$ cat config.mk
export PLATFORM = sky130hd
export DESIGN_NAME = ascii_integer_parser_flat
export DESIGN_NICKNAME = d
export VERILOG_FILES = /design/src/rtl/aip_pkg.sv /design/src/rtl/aip_in_if.sv /design/src/rtl/aip_out_if.sv /design/src/rtl/aip_cfg_if.sv /design/src/rtl/aip_front.sv /design/src/rtl/aip_queue.sv /design/src/rtl/aip_back.sv /design/src/rtl/ascii_integer_parser.sv /design/src/flat_wrapper.sv
export SDC_FILE = /design/constraint.sdc
export NUM_CORES = 1
export LEC_CHECK = 0
export BUFFER_PORTS_ARGS = -buffer_cell sky130_fd_sc_hd__buf_4
export CORE_ASPECT_RATIO = 1.25
export CORE_MARGIN = 1.5
export CORE_UTILIZATION = 40
export DETAILED_ROUTE_END_ITERATION = 7
export SLEW_MARGIN = 20
export SYNTH_ARGS = -nofsm -noshare
export SYNTH_HDL_FRONTEND = slang
export SYNTH_SLANG_ARGS = --single-unit
$ cat constraint.sdc
create_clock -name i_clk -period 9 [get_ports i_clk]
set_input_delay 0 -clock i_clk [delete_from_list [all_inputs] [get_ports i_clk]]
set_output_delay 0 -clock i_clk [all_outputs]
set_load 0.005 [all_outputs]
$ cat src/rtl/aip_pkg.sv
package aip_pkg;

    // Field widths
    localparam int VALUE_WIDTH  = 32;
    localparam int OFFSET_WIDTH = 16;
    localparam int CH_W         = 8;
    localparam int BASE_W       = 5;
    localparam int DIGIT_W      = 4;

    // Character codes
    localparam logic [CH_W-1:0] CH_NUL   = 8'h00;
    localparam logic [CH_W-1:0] CH_SP    = 8'h20;
    localparam logic [CH_W-1:0] CH_TAB   = 8'h09;
    localparam logic [CH_W-1:0] CH_LF    = 8'h0A;
    localparam logic [CH_W-1:0] CH_0     = 8'h30;
    localparam logic [CH_W-1:0] CH_9     = 8'h39;
    localparam logic [CH_W-1:0] CH_LA    = 8'h61;
    localparam logic [CH_W-1:0] CH_LF_HI = 8'h66;
    localparam logic [CH_W-1:0] CH_UA    = 8'h41;
    localparam logic [CH_W-1:0] CH_UF    = 8'h46;
    localparam logic [CH_W-1:0] CH_LX    = 8'h78;
    localparam logic [CH_W-1:0] CH_UX    = 8'h58;
    localparam logic [CH_W-1:0] CH_MINUS = 8'h2D;
    localparam logic [CH_W-1:0] CH_PLUS  = 8'h2B;

    // Bases
    localparam logic [BASE_W-1:0] BASE_AUTO = 5'd0;
    localparam logic [BASE_W-1:0] BASE_8    = 5'd8;
    localparam logic [BASE_W-1:0] BASE_10   = 5'd10;
    localparam logic [BASE_W-1:0] BASE_16   = 5'd16;

    // Parse phase
    typedef enum logic [3:0] {
        PH_SPACE  = 4'b0001,
        PH_SIGNED = 4'b0010,
        PH_ZERO   = 4'b0100,
        PH_DIGITS = 4'b1000
    } t_phase;

    // Classified character, front to back
    typedef struct packed {
        logic               first;
        logic               is_ws;
        logic               is_sign;
        logic               is_minus;
        logic               is_zero;
        logic               is_x;
        logic               dig_ok;
        logic [DIGIT_W-1:0] dig;
    } t_cls;

endpackage

$ cat src/rtl/aip_in_if.sv
interface aip_in_if;
    logic                      valid;
    logic                      ready;
    logic [aip_pkg::CH_W-1:0]  ch;
    logic                      first;

    modport source (output valid, output ch, output first, input ready);
    modport sink   (input valid, input ch, input first, output ready);
endinterface

$ cat src/rtl/aip_out_if.sv
interface aip_out_if;
    logic                                    valid;
    logic                                    ready;
    logic signed [aip_pkg::VALUE_WIDTH-1:0]  value;
    logic                                    done_res;
    logic [aip_pkg::OFFSET_WIDTH-1:0]        end_offset;

    modport source (output valid, output value, output done_res, output end_offset,
                    input ready);
    modport sink   (input valid, input value, input done_res, input end_offset,
                    output ready);
endinterface

$ cat src/rtl/aip_cfg_if.sv
interface aip_cfg_if;
    logic                        valid;
    logic                        ready;
    logic [aip_pkg::BASE_W-1:0]  base_select;

    modport source (output valid, output base_select, input ready);
    modport sink   (input valid, input base_select, output ready);
endinterface

$ cat src/rtl/aip_front.sv
module aip_front (
    aip_in_if.sink          i_in,
    input  logic            i_full,
    output logic            o_push,
    output aip_pkg::t_cls   o_cls
);

    // Take an item whenever the queue has room
    assign i_in.ready = !i_full;
    assign o_push     = i_in.valid && !i_full;

    // Character classes and digit value
    always_comb begin
        o_cls          = '0;
        o_cls.first    = i_in.first;
        o_cls.is_ws    = (i_in.ch == aip_pkg::CH_SP) || (i_in.ch == aip_pkg::CH_TAB)
                      || (i_in.ch == aip_pkg::CH_LF);
        o_cls.is_minus = (i_in.ch == aip_pkg::CH_MINUS);
        o_cls.is_sign  = o_cls.is_minus || (i_in.ch == aip_pkg::CH_PLUS);
        o_cls.is_zero  = (i_in.ch == aip_pkg::CH_0);
        o_cls.is_x     = (i_in.ch == aip_pkg::CH_LX) || (i_in.ch == aip_pkg::CH_UX);
        if (i_in.ch >= aip_pkg::CH_0 && i_in.ch <= aip_pkg::CH_9) begin
            o_cls.dig_ok = 1'b1;
            o_cls.dig    = aip_pkg::DIGIT_W'(i_in.ch - aip_pkg::CH_0);
        end else if (i_in.ch >= aip_pkg::CH_LA && i_in.ch <= aip_pkg::CH_LF_HI) begin
            o_cls.dig_ok = 1'b1;
            o_cls.dig    = aip_pkg::DIGIT_W'(i_in.ch - aip_pkg::CH_LA + 8'd10);
        end else if (i_in.ch >= aip_pkg::CH_UA && i_in.ch <= aip_pkg::CH_UF) begin
            o_cls.dig_ok = 1'b1;
            o_cls.dig    = aip_pkg::DIGIT_W'(i_in.ch - aip_pkg::CH_UA + 8'd10);
        end
    end

endmodule

$ cat src/rtl/aip_queue.sv
module aip_queue (
    input  logic            i_clk,
    input  logic            i_rst_n,
    input  logic            i_push,
    input  aip_pkg::t_cls   i_push_data,
    output logic            o_full,
    output logic            o_valid,
    output aip_pkg::t_cls   o_data,
    input  logic            i_pop
);

    aip_pkg::t_cls r_mem [2];
    logic          r_wr_ptr, n_wr_ptr;
    logic          r_rd_ptr, n_rd_ptr;
    logic [1:0]    r_count, n_count;

    assign o_full  = (r_count == 2'd2);
    assign o_valid = (r_count != 2'd0);
    assign o_data  = r_mem[r_rd_ptr];

    // Pointer and fill count
    always_comb begin
        n_wr_ptr = i_push ? !r_wr_ptr : r_wr_ptr;
        n_rd_ptr = i_pop  ? !r_rd_ptr : r_rd_ptr;
        n_count  = r_count + 2'(i_push) - 2'(i_pop);
    end

    always_ff @(posedge i_clk) begin
        if (!i_rst_n) begin
            r_wr_ptr <= 1'b0;
            r_rd_ptr <= 1'b0;
            r_count  <= 2'd0;
        end else begin
            r_wr_ptr <= n_wr_ptr;
            r_rd_ptr <= n_rd_ptr;
            r_count  <= n_count;
        end
    end

    // Entry storage
    always_ff @(posedge i_clk) begin
        if (i_push) begin
            r_mem[r_wr_ptr] <= i_push_data;
        end
    end

endmodule

$ cat src/rtl/aip_back.sv
module aip_back (
    input  logic                          i_clk,
    input  logic                          i_rst_n,
    input  logic [aip_pkg::BASE_W-1:0]    i_base_select,
    input  logic                          i_q_valid,
    input  aip_pkg::t_cls                 i_q_data,
    output logic                          o_pop,
    aip_out_if.source                     o_out
);

    // Parse state
    aip_pkg::t_phase                    r_phase, n_phase;
    logic                               r_neg, n_neg;
    logic [aip_pkg::BASE_W-1:0]         r_base, n_base;
    logic [aip_pkg::VALUE_WIDTH-1:0]    r_acc, n_acc;
    logic [aip_pkg::OFFSET_WIDTH-1:0]   r_pos, n_pos;
    logic                               r_fin, n_fin;

    // Output register
    logic                               r_out_valid, n_out_valid;
    logic                               r_out_neg;
    logic [aip_pkg::VALUE_WIDTH-1:0]    r_out_acc;
    logic                               r_out_done;
    logic [aip_pkg::OFFSET_WIDTH-1:0]   r_out_pos;

    // State after an optional clear on a new string
    aip_pkg::t_phase                    e_phase;
    logic                               e_neg;
    logic [aip_pkg::BASE_W-1:0]         e_base;
    logic [aip_pkg::VALUE_WIDTH-1:0]    e_acc;
    logic [aip_pkg::OFFSET_WIDTH-1:0]   e_pos;
    logic                               e_fin;

    logic                               tk_prefix;
    logic                               tk_digit;
    logic                               adv;
    logic                               auto_base;
    logic [aip_pkg::BASE_W-1:0]         dbase;
    logic [aip_pkg::VALUE_WIDTH-1:0]    prod;

    assign o_pop       = i_q_valid && (!r_out_valid || o_out.ready);
    assign auto_base   = (i_base_select == aip_pkg::BASE_AUTO);

    // One character of the parse
    always_comb begin
        e_phase   = i_q_data.first ? aip_pkg::PH_SPACE : r_phase;
        e_neg     = i_q_data.first ? 1'b0 : r_neg;
        e_base    = i_q_data.first ? '0 : r_base;
        e_acc     = i_q_data.first ? '0 : r_acc;
        e_pos     = i_q_data.first ? '0 : r_pos;
        e_fin     = i_q_data.first ? 1'b0 : r_fin;

        n_phase   = e_phase;
        n_neg     = e_neg;
        n_base    = e_base;
        n_acc     = e_acc;
        n_pos     = e_pos;
        n_fin     = e_fin;

        tk_prefix = 1'b0;
        tk_digit  = 1'b0;
        adv       = 1'b0;
        dbase     = e_base;

        if (!e_fin) begin
            case (e_phase)
                aip_pkg::PH_SPACE: begin
                    if (i_q_data.is_ws) begin
                        adv = 1'b1;
                    end else if (i_q_data.is_sign) begin
                        n_neg   = i_q_data.is_minus;
                        n_phase = aip_pkg::PH_SIGNED;
                        adv     = 1'b1;
                    end else begin
                        tk_prefix = 1'b1;
                    end
                end
                aip_pkg::PH_SIGNED: begin
                    tk_prefix = 1'b1;
                end
                aip_pkg::PH_ZERO: begin
                    if (i_q_data.is_x) begin
                        n_base  = aip_pkg::BASE_16;
                        n_phase = aip_pkg::PH_DIGITS;
                        adv     = 1'b1;
                    end else begin
                        tk_digit = 1'b1;
                    end
                end
                default: begin
                    tk_digit = 1'b1;
                end
            endcase
        end

        // Leading zero may open an octal or hex prefix
        if (tk_prefix) begin
            if (i_q_data.is_zero && (auto_base || i_base_select == aip_pkg::BASE_16)) begin
                n_base  = auto_base ? aip_pkg::BASE_8 : aip_pkg::BASE_16;
                n_acc   = '0;
                n_phase = aip_pkg::PH_ZERO;
                adv     = 1'b1;
            end else begin
                dbase    = auto_base ? aip_pkg::BASE_10 : i_base_select;
                n_base   = dbase;
                tk_digit = 1'b1;
            end
        end

        // Multiply-add, wrapping at the value width
        prod = e_acc * {{(aip_pkg::VALUE_WIDTH-aip_pkg::BASE_W){1'b0}}, dbase};
        if (tk_digit) begin
            if (!i_q_data.dig_ok || ({1'b0, i_q_data.dig} >= dbase)) begin
                n_fin = 1'b1;
            end else begin
                n_acc   = prod + {{(aip_pkg::VALUE_WIDTH-aip_pkg::DIGIT_W){1'b0}},
                                  i_q_data.dig};
                n_phase = aip_pkg::PH_DIGITS;
                adv     = 1'b1;
            end
        end

        // Offset saturates
        if (adv && (e_pos != '1)) begin
            n_pos = e_pos + 1'b1;
        end
    end

    always_comb begin
        n_out_valid = o_pop || (r_out_valid && !o_out.ready);
    end

    always_ff @(posedge i_clk) begin
        if (!i_rst_n) begin
            r_phase     <= aip_pkg::PH_SPACE;
            r_neg       <= 1'b0;
            r_base      <= '0;
            r_acc       <= '0;
            r_pos       <= '0;
            r_fin       <= 1'b0;
            r_out_valid <= 1'b0;
        end else begin
            r_out_valid <= n_out_valid;
            if (o_pop) begin
                r_phase <= n_phase;
                r_neg   <= n_neg;
                r_base  <= n_base;
                r_acc   <= n_acc;
                r_pos   <= n_pos;
                r_fin   <= n_fin;
            end
        end
    end

    // Result payload
    always_ff @(posedge i_clk) begin
        if (o_pop) begin
            r_out_neg  <= n_neg;
            r_out_acc  <= n_acc;
            r_out_done <= n_fin;
            r_out_pos  <= n_pos;
        end
    end

    assign o_out.valid      = r_out_valid;
    assign o_out.value      = $signed(r_out_neg ? ('0 - r_out_acc) : r_out_acc);
    assign o_out.done_res   = r_out_done;
    assign o_out.end_offset = r_out_pos;

endmodule

$ cat src/rtl/ascii_integer_parser.sv
// Streaming signed integer parser, one character per item.
// Input channel i_in carries ch and first; first starts a new string and
// clears the parse state before that character is handled. Leading blanks,
// an optional sign, an optional 0/0x prefix and digits are taken; a NUL or
// the first unaccepted character ends the parse.
// Output channel o_out gives one item per input item: the signed value so
// far, done_res and end_offset. Later items of a finished string repeat it.
// Configuration channel i_cfg writes base_select (0 detects the base).
// Throughput is one item per cycle while o_out is not stalled; the multiply-add
// on the accumulator in the back end is combinational. An accepted item is
// written to the two-entry classify queue, and its result is loaded into the
// output register when the back end pops it, which raises o_out.valid.
// When o_out stalls, the output register holds and the queue absorbs up to
// two more items before i_in.ready drops.
// Reset (synchronous, active low) sets base_select to 0, empties the queue
// and returns the parser to blank skipping with zero value and offset.
module ascii_integer_parser (
    input  logic        i_clk,
    input  logic        i_rst_n,
    aip_in_if.sink      i_in,
    aip_out_if.source   o_out,
    aip_cfg_if.sink     i_cfg
);

    logic [aip_pkg::BASE_W-1:0] r_base_select;
    logic                       push;
    logic                       full;
    logic                       q_valid;
    logic                       pop;
    aip_pkg::t_cls              push_data;
    aip_pkg::t_cls              q_data;

    // Base register, always writable
    assign i_cfg.ready = 1'b1;

    always_ff @(posedge i_clk) begin
        if (!i_rst_n) begin
            r_base_select <= aip_pkg::BASE_AUTO;
        end else if (i_cfg.valid) begin
            r_base_select <= i_cfg.base_select;
        end
    end

    aip_front u_front (
        .i_in   (i_in),
        .i_full (full),
        .o_push (push),
        .o_cls  (push_data)
    );

    aip_queue u_queue (
        .i_clk       (i_clk),
        .i_rst_n     (i_rst_n),
        .i_push      (push),
        .i_push_data (push_data),
        .o_full      (full),
        .o_valid     (q_valid),
        .o_data      (q_data),
        .i_pop       (pop)
    );

    aip_back u_back (
        .i_clk         (i_clk),
        .i_rst_n       (i_rst_n),
        .i_base_select (r_base_select),
        .i_q_valid     (q_valid),
        .i_q_data      (q_data),
        .o_pop         (pop),
        .o_out         (o_out)
    );

endmodule

$ cat src/flat_wrapper.sv
// flat-port wrapper written by rule: the top's interface ports become plain ports
module ascii_integer_parser_flat 
  (i_clk, i_rst_n, i_in_valid, i_in_ch, i_in_first, i_in_ready, o_out_valid, o_out_value, o_out_done_res, o_out_end_offset, o_out_ready, i_cfg_valid, i_cfg_base_select, i_cfg_ready);
  aip_in_if i_in_i ();
  aip_out_if o_out_i ();
  aip_cfg_if i_cfg_i ();
  input  logic i_clk;
  input  logic i_rst_n;
  input wire logic [$bits(i_in_i.valid)-1:0] i_in_valid;
  input wire logic [$bits(i_in_i.ch)-1:0] i_in_ch;
  input wire logic [$bits(i_in_i.first)-1:0] i_in_first;
  output wire logic [$bits(i_in_i.ready)-1:0] i_in_ready;
  output wire logic [$bits(o_out_i.valid)-1:0] o_out_valid;
  output wire logic [$bits(o_out_i.value)-1:0] o_out_value;
  output wire logic [$bits(o_out_i.done_res)-1:0] o_out_done_res;
  output wire logic [$bits(o_out_i.end_offset)-1:0] o_out_end_offset;
  input wire logic [$bits(o_out_i.ready)-1:0] o_out_ready;
  input wire logic [$bits(i_cfg_i.valid)-1:0] i_cfg_valid;
  input wire logic [$bits(i_cfg_i.base_select)-1:0] i_cfg_base_select;
  output wire logic [$bits(i_cfg_i.ready)-1:0] i_cfg_ready;
  assign i_in_i.valid = i_in_valid;
  assign i_in_i.ch = i_in_ch;
  assign i_in_i.first = i_in_first;
  assign i_in_ready = i_in_i.ready;
  assign o_out_valid = o_out_i.valid;
  assign o_out_value = o_out_i.value;
  assign o_out_done_res = o_out_i.done_res;
  assign o_out_end_offset = o_out_i.end_offset;
  assign o_out_i.ready = o_out_ready;
  assign i_cfg_i.valid = i_cfg_valid;
  assign i_cfg_i.base_select = i_cfg_base_select;
  assign i_cfg_ready = i_cfg_i.ready;
  ascii_integer_parser u_core (.i_clk(i_clk), .i_rst_n(i_rst_n), .i_in(i_in_i), .o_out(o_out_i), .i_cfg(i_cfg_i));
endmodule
# Word level (Yosys, flattened, before mapping)
# Memory sizes are Yosys's and may differ from the RTL's. A register that Yosys moved wholly into a read port is not among the register bits.
# Cells that the tools add are included.
# op_classes
n_mux	61
add_sub_neg	10
order_cmp	7
reduce_logical	25
n_eq_ne	14
multipliers	1
# op_table
op	count
two-way mux 32 bit	6
two-way mux 5 bit	13
two-way mux 4 bit	9
adder 32 x 4 -> 32 bit	1
== test 8 x 6 -> 1 bit (second input constant)	4
multiplier 32 x 5 -> 32 bit	1
two-way mux 16 bit	2
subtractor 1 x 32 -> 32 bit (first input constant)	1
two-way mux 1 bit	27
adder 16 x 1 -> 16 bit (second input constant)	1
== test 8 x 4 -> 1 bit (second input constant)	2
== test 8 x 7 -> 1 bit (second input constant)	2
>= comparator 8 x 7 -> 1 bit (second input constant)	2
less-or-equal comparator 8 x 7 -> 1 bit (second input constant)	2
!= test 16 bit (second input constant)	1
subtractor 4 x 1 -> 4 bit (second input constant)	3
adder 4 bit (second input constant)	2
>= comparator 8 x 6 -> 1 bit (second input constant)	1
less-or-equal comparator 8 x 6 -> 1 bit (second input constant)	1
logical AND 1 bit	8
logical OR 1 bit	8
one-hot mux 4 bit (2 select lines)	1
zero test 1 bit	6
one-hot mux 1 bit (2 select lines)	3
other kinds (11)	11
# word_totals
ram_bits	22
mem_count	1
reg_bits	119
elab_cells	134
# memory_table
memory	words	word_bits	read_ports	rd_clocked_by_memory_dff	write_ports	line_no	rtl
u_core.u_queue.r_mem	2	11	1	1	1	aip_queue.sv:12	aip_pkg::t_cls r_mem [2];

# Longest topological paths before layout
# depth
depth_word	11
depth_mapped	25

# Cells and area by module
# From an unflattened synthesis, not the netlist that was laid out.
# unflattened
hier_cells	1425
hier_area_um2	12288.0
# modules_own_cells
mod	n_inst	area_per_inst_um2	seq_area_each_um2	cells_per_inst
aip_back	1	10759.1	2702.6	1308
aip_queue	1	1019.7	760.7	55
aip_front	1	305.3	0.0	44
ascii_integer_parser	1	203.9	100.1	18

# Least setup slack after synthesis
# No wires, ideal clock.
# synth_path
path_type	reg-to-reg
from	register (tool-made name)
to	register u_core.u_back.r_out_acc[31] in the netlist's numbering (data pin)
period_less_slack_ps	6598
path_stages_with_launch	24
setup_ps	265
arrival_time_ps	6333
t_required_ps	8735
slack_ps	2402
path_cell_list	dfxtp_1 buf_6 mux2_4 or3_4 a31oi_4 mux2i_1 clkbuf_1 nor2_1 fa_1 fa_1 inv_1 fa_1 inv_1 ha_1 a21o_1 a31o_2 a221o_1 a221o_1 a31oi_1 o21ai_1 a21oi_1 nor3_1 xnor3_1 o2bb2ai_1
# synth_lines
item	line_no	rtl
end signal: assignment	aip_back.sv:159	r_out_acc <= n_acc;
end: declaration	aip_back.sv:22	logic [aip_pkg::VALUE_WIDTH-1:0] r_out_acc;

==> metrics.md <==
| Metric | Value |
|---|---|
| TritonCTS clock tree | `yes` |
| Crit path top cell by count | `fa_1` |
| Int Power | `1770 uW` |
| Mapped Area | `between 10000 and 15000 um2` |
| Post-layout util | `46.6%` |
| Full die area | `31000 um2` |
| GPL Wtd Cong | `0.831` |
| Initial antenna violation count | `0` |
| Total GRT Usage | `19.7%` |
| Ys Warns | `0` |
| Initial Util | `roughly two fifths` |
| Number of global-route vias before repair | `9770` |
| Post-synth top flop | `edfxtp_1` |
| Worst hold path class | `in -> reg` |
| RSZ-0062 raised after global routing | `false` |
| Syn Nets | `1586` |
| Core area | `29300 um2` |
| Post-route DRC | `0` |
| Max Slew Vio Count | `0` |
| Die height | `196 um` |
| Antenna Nets Post-Route | `0` |
| Final setup viols | `0` |
| CTS Hold Bufs | `24` |
| Share of layout cells above drive strength 1 | `9.96%` |
| Number of flops mapped to enable cells by yosys | `72` |
| Htree depth | `4` |
| Final net count | `roughly 1600` |
| WP data required | `9.18 ns` |
| Max-capacitance violation count | `0` |
| Period minus WS final | `between 7 and 8 ns` |
| # IOs | `71` |
| Clock group share of total power | `a little under a quarter` |
| Gr ovfl total | `0` |
| Clock Sinks | `142` |
| Area Overhead vs Synth | `14.2%` |
| First-pass GRT wire length | `48.6 mm` |
| Reg2reg path depth | `23` |
| Fin. Hold Viols | `0` |
| Element type at the critical path start | `register` |
| Run status | `completed` |
| # Post-CTS Setup Buffers | `0` |
| Drt total wl | `29.1 mm` |
| Setup_tns | `0 ns` |
| Sequential fraction of design power | `between 30% and 40%` |
| Die W | `approximately 160 um` |
| Fill cells | `2814` |
| Least-Margin Pin Slew | `0.942 ns` |
| Final period util | `between 80% and 90%` |
| Sequential-to-total area share from yosys stat | `29.8%` |
| Final Skew | `0.0221 ns` |
| Highest clock rate | `between 100 and 150 MHz` |
| Synthesized area per cell | `8.52 um2` |
| Slowest stage delay, CP | `~0.65 ns` |
| Antenna diode count | `0` |
| Skew-Pair Late Insertion Delay | `approximately 0.45 ns` |
| CTS root buffer | `clkbuf_16` |
| Synthesized instance count | `roughly 1400` |
| Drt pass-1 iters | `5` |
| Register Area | `3560 um2` |
| Multi-input gate area | `7530 um2` |
| Power Density | `223 nW/um2` |
| Clk pin slew, worst setup/hold paths | `~0.070 ns` |
| Crit path cell chain | `buf_4 -> mux2_4 -> or3_4 -> a31oi_4 -> mux2i_2 -> buf_4 -> nor2_1 -> fa_1 -> fa_1 -> inv_1 -> fa_1 -> inv_1 -> ha_1 -> a21o_1 -> a31o_2 -> a221o_1 -> a221o_1 -> a31oi_1 -> o21ai_1 -> a21oi_1 -> nor3_1 -> xnor3_1 -> o2bb2ai_1` |
| Seq cells post-synth | `between 100 and 150` |
| CP Class | `reg -> reg` |
| Worst Setup End Kind | `register` |
| Port Buffers | `69` |
| Worst path arrival time | `7.69 ns` |
| Post-synth ARST share | `0%` |
| Net Sw Frac | `around two fifths` |
| Post_cts resized | `0` |
| Inserted Clock Buffers | `17` |
| WL/cell | `between 15 and 20 um` |
| Longest Clk Path Bufs | `2` |
| Iter 0 DRT Violations | `627` |
| HPWL Detailed | `21.2 mm` |
| Worst Hold Path Cells | `2` |
| Net Switching | `1270 uW` |
| Critical path peak fanout | `27` |
| Critical path's slowest cell | `mux2i_2` |
| Leak pwr | `0.00559 uW` |
| Via-per-instance ratio | `around 5.3` |
| Vias | `9830` |
| Pin count of the biggest net entering global routing | `76` |
| Comb power frac | `44.6%` |
| Max rail drop VDD | `0.128 mV` |
| Count of different cell masters after synthesis | `72` |
| Rel. slew slack | `35.9%` |
| Number of core rows | `70` |
==> cells in the mapped netlist (all sizes together), types with 4 or more instances <==
| master | n | area [um2] |
|---|---|---|
| nand2b | 13 | 81.3 |
| or4 | 6 | 48.8 |
| clkbuf | 53 | 199 |
| a22oi | 6 | 45.0 |
| mux2 | 6 | 71.3 |
| nor2b | 7 | 43.8 |
| o31ai | 24 | 180 |
| nand3 | 27 | 135 |
| nor4 | 7 | 43.8 |
| nor3 | 16 | 85.1 |
| nor2 | 213 | 805 |
| edfxtp | 72 | 2160 |
| o211ai | 7 | 52.6 |
| dfxtp | 70 | 1400 |
| o21bai | 4 | 30.0 |
| nand2 | 143 | 537 |
| inv | 178 | 668 |
| a31oi | 15 | 124 |
| buf | 14 | 73.8 |
| fa | 86 | 1720 |
| o22ai | 7 | 43.8 |
| xor2 | 17 | 149 |
| or3 | 24 | 155 |
| nand4 | 5 | 31.3 |
| nor3b | 5 | 37.5 |
| xnor2 | 61 | 534 |
| ha | 75 | 938 |
| a21o | 13 | 97.6 |
| o21a | 7 | 52.6 |
| o21ai | 67 | 339 |
| and2 | 6 | 37.5 |
| o41ai | 5 | 51.3 |
| mux2i | 13 | 130 |
| a21oi | 77 | 385 |
| or2 | 7 | 43.8 |
| and3 | 8 | 50.1 |
==> cells by family (layout without fill, tap and decap cells) <==
kind of cell             Yosys count  after routing  synth area share (%)
other                              1              1                0.0313
AO/OA/AOI/OAI                    265            265                  14.2
AND/OR/NAND/NOR                  494            494                  18.4
multiplexers                      19             19                  1.68
buffers and inverters            245            315                  7.86
XOR/XNOR                          79             79                  5.89
adder cells (fa/ha/maj)          161            161                  22.2
flip-flops                       142            142                  29.8
==> power groups by stage <==
| stage | clock network [uW] | registers [uW] | logic (uW) |
|---|---|---|---|
| global route | 732 | 1020 | 1510 |
| floorplan | 0 | 966 | 874 |
| finish | 694 | 994 | 1360 |
| CTS | 705 | 995 | 1370 |
| global placement | 0 | 1000 | 1340 |
| detailed placement | 0 | 1010 | 1360 |
==> worst paths after layout <==
path         slack [ns]                                 start                               endpoint
max reg2reg        1.49                              register  u_core.u_back.r_out_acc[31]$_DFFE_PP_
min                0.30                            i_in_first  u_core.u_queue.r_mem[0][10]$_DFFE_PP_
min reg2reg        0.45  u_core.u_back.r_acc[21]$_SDFFE_PN0P_   u_core.u_back.r_acc[21]$_SDFFE_PN0P_
max                1.49                              register  u_core.u_back.r_out_acc[31]$_DFFE_PP_
==> layout make-up <==
class,instances,area share (%)
multi-input combinational,1019,55.0
sequential,142,26.1
timing repair buffer,105,6.20
inverter,178,4.91
tap,396,3.62
clock buffer,18,3.14
clock inverter,14,1.03
==> routing by layer <==
metal,global-route usage (%),part of all wire [%],up-vias
met2,34.4,50,207
met5,0,0,-
met1,25.1,45,4769
met4,6.15,1.9,0
met3,2.68,3.7,39
li1,-,-,4815
==> critical path: cells and delay by family, from the launching register on <==
| kind | cells | cell delay (ns) |
|---|---|---|
| buf+inv | 4 | 0.72 |
| compound gates | 9 | 2.09 |
| xor+xnor | 1 | 0.41 |
| fa+ha+maj | 4 | 1.96 |
| flops | 1 | 0.31 |
| simple gates | 3 | 0.62 |
| mux | 2 | 1.12 |
==> through the flow <==
| step | power (uW) | worst slack, ns | area, um2 | instances | hold WS, ns |
|---|---|---|---|---|---|
| finish | 3050 | 1.49 | 13700 | 1872 | 0.302 |
| global route | 3260 | 0.967 | 13700 | 1872 | 0.299 |
| CTS | 3070 | 1.49 | 13700 | 1872 | 0.277 |
| detailed placement | 2370 | 1.53 | 12900 | 1816 | 0.201 |
| global placement | 2340 | 1.60 | 12900 | 1816 | 0.195 |
| floorplan | 1840 | 2.40 | 12000 | 1406 | 0.0989 |
==> layout by cell type (no fill, tap or decap), drive strengths merged, types with 27 or more instances in the layout <==
| cell type | Yosys | layout |
|---|---|---|
| inv | 178 | 186 |
| fa | 86 | 86 |
| xnor2 | 61 | 61 |
| ha | 75 | 75 |
| buf | 14 | 81 |
| nand2 | 143 | 143 |
| edfxtp | 72 | 72 |
| a21oi | 77 | 77 |
| dfxtp | 70 | 70 |
| nand3 | 27 | 27 |
| o21ai | 67 | 67 |
| nor2 | 213 | 213 |
==> flip-flops by register name (all words and copies together), names as in the netlist, named ones only <==
name                            count
u_core.u_back.r_fin                 1
u_core.u_queue.r_rd_ptr             1
u_core.u_queue.r_wr_ptr             1
u_core.u_back.o_out.done_res        1
u_core.u_back.o_out.end_offset     16
u_core.u_back.r_phase               4
u_core.u_back.r_acc                32
u_core.u_back.r_out_acc            32
u_core.u_back.r_pos                16
u_core.u_back.r_out_neg             1
u_core.u_back.o_out.valid           1
u_core.u_queue.r_mem               22
u_core.u_queue.r_count              2
u_core.u_back.r_base                5
u_core.u_back.r_neg                 1
u_core.r_base_select                5
No activity file was read; power rests on OpenSTA's default activity.
